--- config.mk ---
export PLATFORM = sky130hd
export DESIGN_NAME = spd_node_mem
export DESIGN_NICKNAME = d
export VERILOG_FILES = /design/src/rtl/core/spd_pkg.sv /design/src/rtl/core/spd_node_mem.sv
export SDC_FILE = /design/constraint.sdc
export NUM_CORES = 2
export LEC_CHECK = 0
export BUFFER_PORTS_ARGS = -buffer_cell sky130_fd_sc_hd__buf_2
export CAP_MARGIN = 20
export CORE_MARGIN = 1.5
export CORE_UTILIZATION = 60
export DETAILED_ROUTE_END_ITERATION = 8
export GPL_ROUTABILITY_DRIVEN = 0
export GPL_TIMING_DRIVEN = 0
export PLACE_DENSITY_LB_ADDON = 0.05
export SLEW_MARGIN = 15
export SYNTH_ARGS = -nofsm -noshare
export SYNTH_HDL_FRONTEND = slang
export SYNTH_SLANG_ARGS = --single-unit
export TNS_END_PERCENT = 30
--- constraint.sdc ---
create_clock -name clk -period 10.9 [get_ports clk]
set_input_delay 3.27 -clock clk [delete_from_list [all_inputs] [get_ports clk]]
set_output_delay 3.27 -clock clk [all_outputs]
set_load 0.05 [all_outputs]
--- src/rtl/core/spd_pkg.sv ---
// Shared types, codes and constants of the shortest path core.
// No dependencies.
package spd_pkg;

  localparam int NODES_DEF = 64;
  localparam int EDGES_DEF = 256;

  typedef logic [5:0]  node_t;
  typedef logic [31:0] dist_t;
  typedef logic [23:0] weight_t;

  localparam dist_t DIST_INF = 32'hFFFF_FFFF;
  localparam dist_t DIST_MAX = 32'hFFFF_FFFE;

  typedef enum logic [1:0] {
    KIND_CLEAR = 2'd0,
    KIND_ADD   = 2'd1,
    KIND_QUERY = 2'd2,
    KIND_NONE  = 2'd3
  } kind_t;

  typedef enum logic [1:0] {
    ST_PATH    = 2'd0,
    ST_UNREACH = 2'd1,
    ST_RANGE   = 2'd2,
    ST_UNUSED  = 2'd3
  } status_t;

  typedef struct packed {
    node_t   src;
    node_t   tgt;
    weight_t wt;
  } edge_t;

  typedef struct packed {
    logic  we;
    node_t addr;
    dist_t dval;
    node_t pred;
  } node_wr_t;

endpackage

--- src/rtl/core/spd_node_mem.sv ---
// Per-node distance and predecessor tables with one write and one registered read.
// Depends on spd_pkg.
module spd_node_mem import spd_pkg::*; #(
  parameter int NODES = NODES_DEF
) (
  input  logic     clk,
  input  node_wr_t wr,
  input  node_t    raddr,
  output dist_t    dist_q,
  output node_t    pred_q
);

  localparam int NAW = $clog2(NODES);

  dist_t dist_mem [NODES];
  node_t pred_mem [NODES];

  // Both tables share the address of each access.
  always_ff @(posedge clk) begin
    if (wr.we) begin
      dist_mem[wr.addr[NAW-1:0]] <= wr.dval;
      pred_mem[wr.addr[NAW-1:0]] <= wr.pred;
    end
    dist_q <= dist_mem[raddr[NAW-1:0]];
    pred_q <= pred_mem[raddr[NAW-1:0]];
  end

endmodule

==> flow_metrics.py <==
metrics = {
    "run_status": {
        "status": "finished, final reports clean",
    },
    "synthesis": {
        "synthTopCellsByArea": "edfxtp_1, mux4_2, o22ai_1, dfxtp_1, mux2i_1",
        "yosysSeqAreaShare_pct": 79.4,
        "yosys_warnings": 0,
        "synth_edf_count": 2432,
        "ys_ff_latch": 2470,
        "syn_area_sq_mm": 0.0929,
        "synthCells": 3967,
        "yosys.area.top_type_share_pct": 78.6,
        "synthArstFlopShare_pct": 0,
        "syn_area_per_cell_sq_um": 23.4,
        "yosysTopAreaCell": "edfxtp_1",
        "syn-num-nets": 4019,
        "yosys_most_used_dff": "edfxtp_1",
        "ys_types": 39,
    },
    "route": {
        "post_drt_wl_per_cell_um": 39.6,
        "viasPerCell": 7.01,
        "ant_nets": 0,
        "post-route-drc-count": 0,
        "first_iter_violations": 7302,
        "num_vias": 47000,
        "wl_um": 265000,
        "drt_first_pass_iters": 6,
    },
    "worst_setup_path": {
        "r2r-end": "dist_q[8]",
        "cp-end-kind": "flop",
        "crit_path_start_kind": "primary input",
        "r2r_start": "dist_mem[24][8]",
        "path_max_fanout": 10,
        "cp.arrival_ps": 7560,
        "cp.required_ps": 11570,
        "worstSetupPathType": "primary input to flop",
        "reg2regPathDepth": 4,
        "rrSetupSlack_ps": 8330,
    },
    "sta": {
        "period_share_pct": 63.2,
        "max_freq_mhz": 145,
        "maxSlewViolCount": 0,
        "setup_slack_ps": 4010,
        "whs_ps": 846,
        "relSlewSlack_pct": 8.51,
        "setup_viol": 0,
        "rsz0062_at_grt": "false",
        "setup_tns_ps": 0,
        "worstMarginPinSlew_ps": 1360,
        "final_hold_viol_count": 0,
        "period_needed_ps": 6890,
        "clock_skew_ps": 30.8,
    },
    "clocking": {
        "htree_levels": 4,
        "clockRootBuffer": "clkbuf_16",
        "cts_setup_buffers": 0,
        "cts_tree": "yes",
        "clockBufferDepth": 3,
        "cts_hold_buf": 0,
        "cts-resized-gates": 0,
        "path_clk_slew_ps": 60,
        "numCtsBuffers": 232,
        "cts.sinks": 2470,
        "clock_latency_ps": 850,
    },
    "floorplanning": {
        "fp.coreArea_sq_mm": 0.154,
        "io_pins": 90,
        "die_height_um": 397,
        "initial_utilization_pct": 60.4,
        "die_area_sq_mm": 0.157,
        "die_w_um": 397,
        "rows": 144,
    },
    "global_route": {
        "antenna_found_initial": 23,
        "use_met2_pct": 52.3,
        "grt_max_degree": 65,
        "grt_pass1_vias": 45900,
        "grt_usage_pct": 34.3,
        "grt.met3_usage_pct": 8.49,
        "met1_usage_pct": 48.5,
        "grt_overflow_total": 0,
        "grt_pass1_wl_um": 365000,
        "grt_busiest_layer": "met2",
    },
    "pwr": {
        "finalPower_mw": 19.9,
        "vdd_drop_max_v": 0.000150,
        "powerDensity_mw_per_mm2": 185,
        "p_leak_nw": 33.6,
    },
    "placed_design": {
        "place_hpwl_um": 175000,
        "post-place-ws_ps": 3350,
        "port_buffers": 83,
    },
    "finish": {
        "fin_nets": 4497,
        "multi_input_area_sq_mm": 0.0185,
        "syn2layout_area_growth_pct": 16.0,
        "post-route-util_pct": 70.0,
        "ff_latch_area_sq_mm": 0.0738,
        "drive_gt1_share_pct": 29.8,
        "fillerInstances": 9165,
    },
    "min_path": {
        "holdPathEnd": "pred_q[2]",
        "worstHoldPathCells": 4,
        "hold_path_class": "flop to flop",
        "hp-start": "pred_mem[52][2]",
    },
    "flow_run": {
        "max_cap_violations": 0,
    },
}
-- cells by family (layout without fill, tap and decap cells) --
kind of cell	count (synthesis)	count (layout)	synth area share [%]
flip-flops	2470	2470	79.4
multiplexers	652	652	15.1
buffers and inverters	224	901	1.30
AND/OR/NAND/NOR	300	300	1.65
other	0	8	0
AO/OA/AOI/OAI	321	321	2.53
-- layer usage --
metal / up-vias / wire (um)
met5: - / 126
met4: 20 / 12200
met3: 551 / 33000
met2: 3323 / 124000
met1: 24900 / 96000
li1: 18100 / -
-- critical path, cell delays in order --
cell      delay [ps]
clkbuf_1         710
clkbuf_1         950
nand2_1          640
clkbuf_1         440
o22ai_1          730
nor4_1           360
o22a_1           430
-- where the power goes --
part	switching, mW	internal [mW]
Sequential	0.0193	10.5
Combinational	0.782	0.364
Clock	3.47	4.73
Total	4.28	15.6
-- stage by stage --
step | cells | cell area, sq um
after floorplan | 3967 | 92900
after global placement | 6094 | 95900
after detailed placement | 6243 | 99700
after CTS | 6676 | 107000
after global routing | 6692 | 108000
final | 6696 | 108000
-- layout by cell type (no fill, tap or decap), types with 12 or more instances in the layout --
cell	synthesis	final
clkbuf_16	0	238
mux2i_1	49	49
nor2_4	0	64
nor4_1	24	14
buf_4	52	81
nand2_1	33	33
buf_12	0	78
dfxtp_1	38	38
edfxtp_1	2432	2432
buf_16	0	64
clkinv_2	0	48
nand4_1	15	15
buf_2	33	97
clkinv_1	0	43
a211oi_1	48	48
o221ai_1	35	35
clkbuf_1	118	154
o22ai_1	127	127
nor2b_1	43	43
a22oi_1	63	63
clkbuf_8	0	13
nand2b_1	12	12
o22a_1	23	23
nor2_1	94	30
mux4_2	600	600
buf_6	17	24
nand3_1	44	44
bufinv_16	0	28
-- cell usage after synthesis, drive strengths merged, types with 10 or more instances --
cell,count
clkbuf,118
mux2i,49
nand2b,12
edfxtp,2432
nand2,33
o22a,23
buf,106
o211ai,10
nor2b,43
dfxtp,38
mux4,600
nand3,44
nand4,15
a211oi,48
a22oi,63
nor4,24
o221ai,35
o22ai,127
nor2,94
-- state kept, by name, summed over array words and instances, names as in the netlist --
signal and cells:
dist_mem 2048, dist_q 32, pred_mem 384, pred_q 6
-- how the worst max path moves through the flow --
stage / startpoint / to / slack [ps]
after global placement: wr[44] / dist_mem[61][9] / 2140
after detailed placement: raddr[4] / dist_q[11] / 3350
after global routing: raddr[4] / dist_q[11] / 4120
after floorplan: wr[41] / dist_mem[10][0] / 4760
final: raddr[4] / dist_q[8] / 4010
after CTS: raddr[4] / dist_q[11] / 4240
-- final cells by class --
type | instances | share of cell area (%)
tap | 2044 | 2.37
multi-input combinational | 1273 | 17.1
antenna | 8 | 0.0186
sequential | 2470 | 68.5
clock inverter | 139 | 1.33
clock buffer | 294 | 5.84
timing repair buffer | 244 | 3.68
buffer | 224 | 1.13
Note: power is estimated with default switching activity, not from simulation.
