==> config.mk <==
export PLATFORM = sky130hd
export DESIGN_NAME = spd_alu
export DESIGN_NICKNAME = d
export VERILOG_FILES = /design/src/rtl/core/spd_pkg.sv /design/src/rtl/core/spd_alu.sv
export SDC_FILE = /design/constraint.sdc
export NUM_CORES = 1
export LEC_CHECK = 0
export ABC_CLOCK_PERIOD_IN_PS = 7680
export BUFFER_PORTS_ARGS = -buffer_cell sky130_fd_sc_hd__buf_4
export CORE_MARGIN = 2
export CORE_UTILIZATION = 50
export DETAILED_ROUTE_END_ITERATION = 12
export PLACE_DENSITY = 0.94
export SLEW_MARGIN = 20
export SYNTH_ARGS = -nofsm -noshare
export SYNTH_HDL_FRONTEND = slang
export SYNTH_SLANG_ARGS = --single-unit
==> constraint.sdc <==
create_clock -name vclk -period 7.68
set_input_delay 0.768 -clock vclk [all_inputs]
set_output_delay 0.768 -clock vclk [all_outputs]
set_load 0.01 [all_outputs]
==> src/rtl/core/spd_pkg.sv <==
// Shared types, codes and constants of the shortest path core.
// No dependencies.
package spd_pkg;

  localparam int NODES_DEF = 64;
  localparam int EDGES_DEF = 256;

  typedef logic [5:0]  node_t;
  typedef logic [31:0] dist_t;
  typedef logic [23:0] weight_t;

  localparam dist_t DIST_INF = 32'hFFFF_FFFF;
  localparam dist_t DIST_MAX = 32'hFFFF_FFFE;

  typedef enum logic [1:0] {
    KIND_CLEAR = 2'd0,
    KIND_ADD   = 2'd1,
    KIND_QUERY = 2'd2,
    KIND_NONE  = 2'd3
  } kind_t;

  typedef enum logic [1:0] {
    ST_PATH    = 2'd0,
    ST_UNREACH = 2'd1,
    ST_RANGE   = 2'd2,
    ST_UNUSED  = 2'd3
  } status_t;

  typedef struct packed {
    node_t   src;
    node_t   tgt;
    weight_t wt;
  } edge_t;

  typedef struct packed {
    logic  we;
    node_t addr;
    dist_t dval;
    node_t pred;
  } node_wr_t;

endpackage

==> src/rtl/core/spd_alu.sv <==
// Shared arithmetic unit: one less-than compare and one saturating distance add.
// Depends on spd_pkg.
module spd_alu import spd_pkg::*; (
  input  dist_t   cmp_a,
  input  dist_t   cmp_b,
  input  dist_t   base,
  input  weight_t wt,
  output logic    lt,
  output dist_t   sum_sat
);

  logic [32:0] sum;

  // The compare serves both the minimum search and the relaxation test.
  assign lt  = (cmp_a < cmp_b);

  // Distances clamp one below infinity.
  assign sum     = {1'b0, base} + {9'b0, wt};
  assign sum_sat = (sum > {1'b0, DIST_MAX}) ? DIST_MAX : sum[31:0];

endmodule

==> results.toml, run 1 <==
[yosys]
ys_top_cells_by_count = "ha_1 (55), nand2_1 (48), inv_1 (43)"
synthCells = 386
syn_avg_cell_area_sq_um = 6.59
yosysTopAreaCellShare = 0.270
synth_most_common_cell = "ha_1"
netlist_area_sq_um = 2540
ys_top_cells_by_area = "ha_1 (27%), a21oi_1 (7.3%), nand2_1 (7.1%)"
synth.distinct_cells = 52
ys_seq_area_frac = 0
syn_nets = 562
synth.largest_area_cell = "ha_1"
ys_warn_count = 0

[setup_path]
cp_slowest_stage_delay_ns = 0.47
cp-start-kind = "input port"
crit_fanout = 5
cp.arrival_ns = 4.04
crit_slowest_cell = "or4b_1"
worstPathRequired_ns = 6.91
crit_buf_inv = 3
path_class = "in2out"
end_kind = "primary output"
cp_cell_sequence = "buf_4 > ha_1 > inv_1 > fa_1 > nand2b_1 > a21oi_2 > o21ai_1 > xor2_1 > nor4_1 > or4b_1 > or4b_1 > nor4_1 > nor2_1 > buf_4"
path_delay_family = "simple AND/OR/NAND/NOR gates"
startpoint = "base[0]"

[final_layout]
drive_gt1_frac = 0.303
syn_to_final_growth_pct = 46.0
multi_input_area_sq_um = 2320
final_nets = 702
fin_util = 0.771
n_clock_buffer = 0
final.fill_count = 380
numSequentialCells = 0
antenna_cells = 0
fin_area_sq_um = 3710
ff_latch_area_sq_um = 0

[route]
drcViolationCount = 0
met3RoutedLength_um = 519
maxUsedRoutingLayer = "met4"
drt-met1-wl_mm = 3.46
vias = 3349
final_antenna_net_count = 0
viasPerCell = 5.67
drtIter0Drc = 214
route.met2.wl_mm = 4.44
detail_route.wl_per_cell_um = 14.5
routed_wl_mm = 8.59
drt-pass1-iter-count = 5

[sta]
tns_ns = 0
setup_viol = 0
rsz0062_at_grt = "false"
slew_violations = 0
fin_crit_sh = 0.626
hold_violations = 0
slew_headroom = 0.377
min_period_ns = 4.81
hold_ws_ns = 1.88
tightest_slew_ns = 0.933
max_freq_mhz = 208

[worst_hold_path]
hold_class = "in2out"
holdCritStartpoint = "base[28]"

[cts]
hold_buffers = 0
cts_setup_buffers = 0
post_cts_resized = 0

[floorplanning]
ios = 153
die_area_sq_um = 5680
fp.dieH_um = 75.3
die_w_um = 75.3
start_util = 0.528
rows = 25
core_sq_um = 4820

[global_routing]
grt_use_total = 0.281
first_global_vias = 3010
grt_first_pass_wirelength_mm = 13.0
overflow = 0
antenna_found_initial = 0
grt_max_degree = 28

[power_and_ir_drop]
pwr-share-comb = 1.000
power_frac_seq = 0
clockPowerShare = 0
peakVddDrop_mv = 0.0479
p_sw_frac = 0.505
leakagePower_nw = 2.03
internal_power_uw = 155
p_sw_uw = 157
power_density_nw_per_um2 = 84.0

[job]
maxCapViolations = 0

[placed_design]
io_buffers = 153
finalWeightedCongestion = 0.913
post-dp-hpwl_mm = 7.55
place_area_sq_um = 3710

[run_status]
status = "complete, no violations"
through the flow:
stage | cells | total power [mW] | setup slack, ns
after global routing | 591 | 0.341 | 2.58
after detailed placement | 591 | 0.307 | 2.96
after floorplan | 386 | 0.173 | 3.44
after CTS | 591 | 0.308 | 2.94
after global placement | 591 | 0.298 | 3.02
final | 591 | 0.312 | 2.87
power by group through the flow:
stage	registers (mW)	logic (mW)	clock network (mW)
after global routing	0	0.341	0
after floorplan	0	0.173	0
after detailed placement	0	0.307	0
after CTS	0	0.308	0
final	0	0.312	0
after global placement	0	0.298	0
final timing paths:
check,endpoint,slack (ns),cells past startpoint
setup / recovery,sum_sat[0],2.87,14
hold / removal,sum_sat[28],1.88,4
cell type report:
type               count  share of cell area
well taps             67              0.0226
inverters             43              0.0434
repair buffers       153               0.309
multi-input cells    328               0.625
cells by family (layout without fill, tap and decap cells):
logic type / count (synthesis) / in the layout / synth area share
AOI/OAI and AO/OA: 116 / 116 / 0.294
xor gates and xnor gates: 24 / 24 / 0.0826
adders and majority gates: 56 / 56 / 0.278
buffers and inverters: 58 / 196 / 0.0880
muxes: 1 / 1 / 0.00442
and+or+nand+nor: 131 / 131 / 0.253
layer usage:
| layer | vias to the layer above | GRT usage |
|---|---|---|
| met3 | 16 | 0.0185 |
| met5 | - | 0 |
| li1 | 1675 | - |
| met4 | 0 | 0.0604 |
| met1 | 1517 | 0.380 |
| met2 | 141 | 0.493 |
cells in the final DEF (no fill, tap or decap), types with 2 or more instances in the layout:
cell type,netlist,layout
a21o_1,14,14
o211ai_2,2,2
ha_1,55,55
buf_4,0,153
nor3_1,5,5
nand4b_1,2,2
o22ai_1,3,3
xnor2_1,12,12
nand3_1,8,8
o21ai_0,21,21
nand2b_1,7,7
nor2b_1,3,3
or4_1,2,2
o21ai_1,4,4
and3_1,4,4
a2111o_1,2,2
a21boi_0,2,2
nor4_1,3,3
a31oi_1,7,7
o21bai_1,2,2
or3_1,5,5
or4b_1,2,2
o311a_1,3,3
nand2_1,48,48
xor2_1,12,12
a21oi_1,37,37
a211oi_1,5,5
inv_1,43,43
nand4_1,14,14
nor2_1,24,24
o221ai_1,2,2
(Power assumes the default switching activity.)
==> run 2, diff against run 1 <==
Settings changed: ABC_CLOCK_PERIOD_IN_PS 7680 to 4900, CORE_UTILIZATION 50 to 46, PLACE_DENSITY 0.94 to 0.87.
Clock period 7.68 ns to 4.9 ns, I/O delays scaled along.
==> results.toml, run 2 (synthesis results as in run 1) <==
[final_layout]
antenna_cells = 0
numSequentialCells = 0
syn_to_final_growth_pct = 46.5
multi_input_area_sq_um = 2320
final_common_cell = "buf_4"
layout_common_cells = "buf_4 (154), ha_1 (55), nand2_1 (48)"
n_clock_buffer = 0
ff_latch_area_sq_um = 0
final.fill_count = 477
drive_gt1_frac = 0.305
final-instance-count-excl-fill = 597
final_nets = 703

[floorplanning]
core_sq_um = 5440
start_util = 0.468
ios = 153
fp.dieH_um = 78.4
rows = 27
die_w_um = 78.4
die_area_sq_um = 6140

[setup_path]
startpoint = "base[0]"
worstPathRequired_ns = 4.41
path_class = "in2out"
cp_slowest_stage_delay_ns = 0.49
crit_fanout = 5
crit_slowest_cell = "or4b_1"
crit_buf_inv = 3
cp.arrival_ns = 3.68
cp_cell_sequence = "buf_4 > ha_1 > inv_1 > fa_1 > nand2b_1 > a21oi_2 > o21ai_1 > xor2_1 > nor4_1 > or4b_1 > or4b_1 > nor4_1 > nor2_1 > buf_4"
path_delay_family = "simple AND/OR/NAND/NOR gates"
cp-start-kind = "input port"
end_kind = "primary output"

[power_and_ir_drop]
leakagePower_nw = 2.03
power_density_nw_per_um2 = 131
peakVddDrop_mv = 0.0693

[sta]
hold_ws_ns = 1.31
max_freq_mhz = 240
slew_violations = 0
tns_ns = 0
rsz0062_at_grt = "false"
tightest_slew_ns = 0.572
setup_viol = 0
fin_crit_sh = 0.851
fin_ws_ns = 0.731
hold_violations = 0
min_period_ns = 4.17
slew_headroom = 0.614

[placed_design]
io_buffers = 153
finalWeightedCongestion = 0.921
post-dp-hpwl_mm = 7.31
placed_cells = 597
preCtsSetupSlack_ns = 0.790

[global_routing]
grt_use_total = 0.250
grt_first_pass_wirelength_mm = 13.1
overflow = 0
antenna_found_initial = 0
first_global_vias = 3074
grt_max_degree = 23

[run_status]
status = "complete, no violations"

[route]
vias = 3350
viasPerCell = 5.61
drcViolationCount = 0
drt-pass1-iter-count = 5
final_antenna_net_count = 0
detail_route.wl_per_cell_um = 13.9
drtIter0Drc = 112
routed_wl_mm = 8.29

[cts]
post_cts_resized = 0
hold_buffers = 0
cts_setup_buffers = 0

[worst_hold_path]
hold_class = "in2out"
holdCritStartpoint = "base[30]"

[job]
maxCapViolations = 0
[run 2: changes by cell type in the layout (fill, tap and decap cells not counted)]
cell,change
buf_4,+1
[run 2: per-stage QoR]
| stage | power, mW | area, sq um | utilization |
|---|---|---|---|
| 2_1_floorplan | 0.271 | 2540 | - |
| 3_3_place_gp | 0.469 | 3730 | 0.686 |
| 3_5_place_dp | 0.481 | 3730 | 0.686 |
| 4_1_cts | 0.483 | 3730 | 0.686 |
| 5_1_grt | 0.530 | 3730 | 0.686 |
| 6_report | 0.487 | 3730 | 0.686 |
[run 2: per-layer routing]
metal | global-route usage | vias up | share of wire
met4 | 0.0526 | 0 | 0.021
met3 | 0.0195 | 20 | 0.049
met5 | 0 | - | 0
li1 | - | 1688 | -
met1 | 0.311 | 1517 | 0.42
met2 | 0.467 | 125 | 0.51
[run 2: final cells by class]
cell class / instances / area share
multi-input cells: 328 / 0.622
inverters: 43 / 0.0433
repair buffers: 154 / 0.310
well taps: 72 / 0.0242
[run 2: report_power, final]
group          switching, mW  internal (mW)  leakage, nW
combinational          0.243          0.243         2.03
sequential                 0              0            0
clock                      0              0            0
total                  0.243          0.243         2.03
[run 2: worst paths after layout]
path | end | slack (ns) | cells after the start
min | sum_sat[30] | 1.31 | 3
max | sum_sat[0] | 0.73 | 14
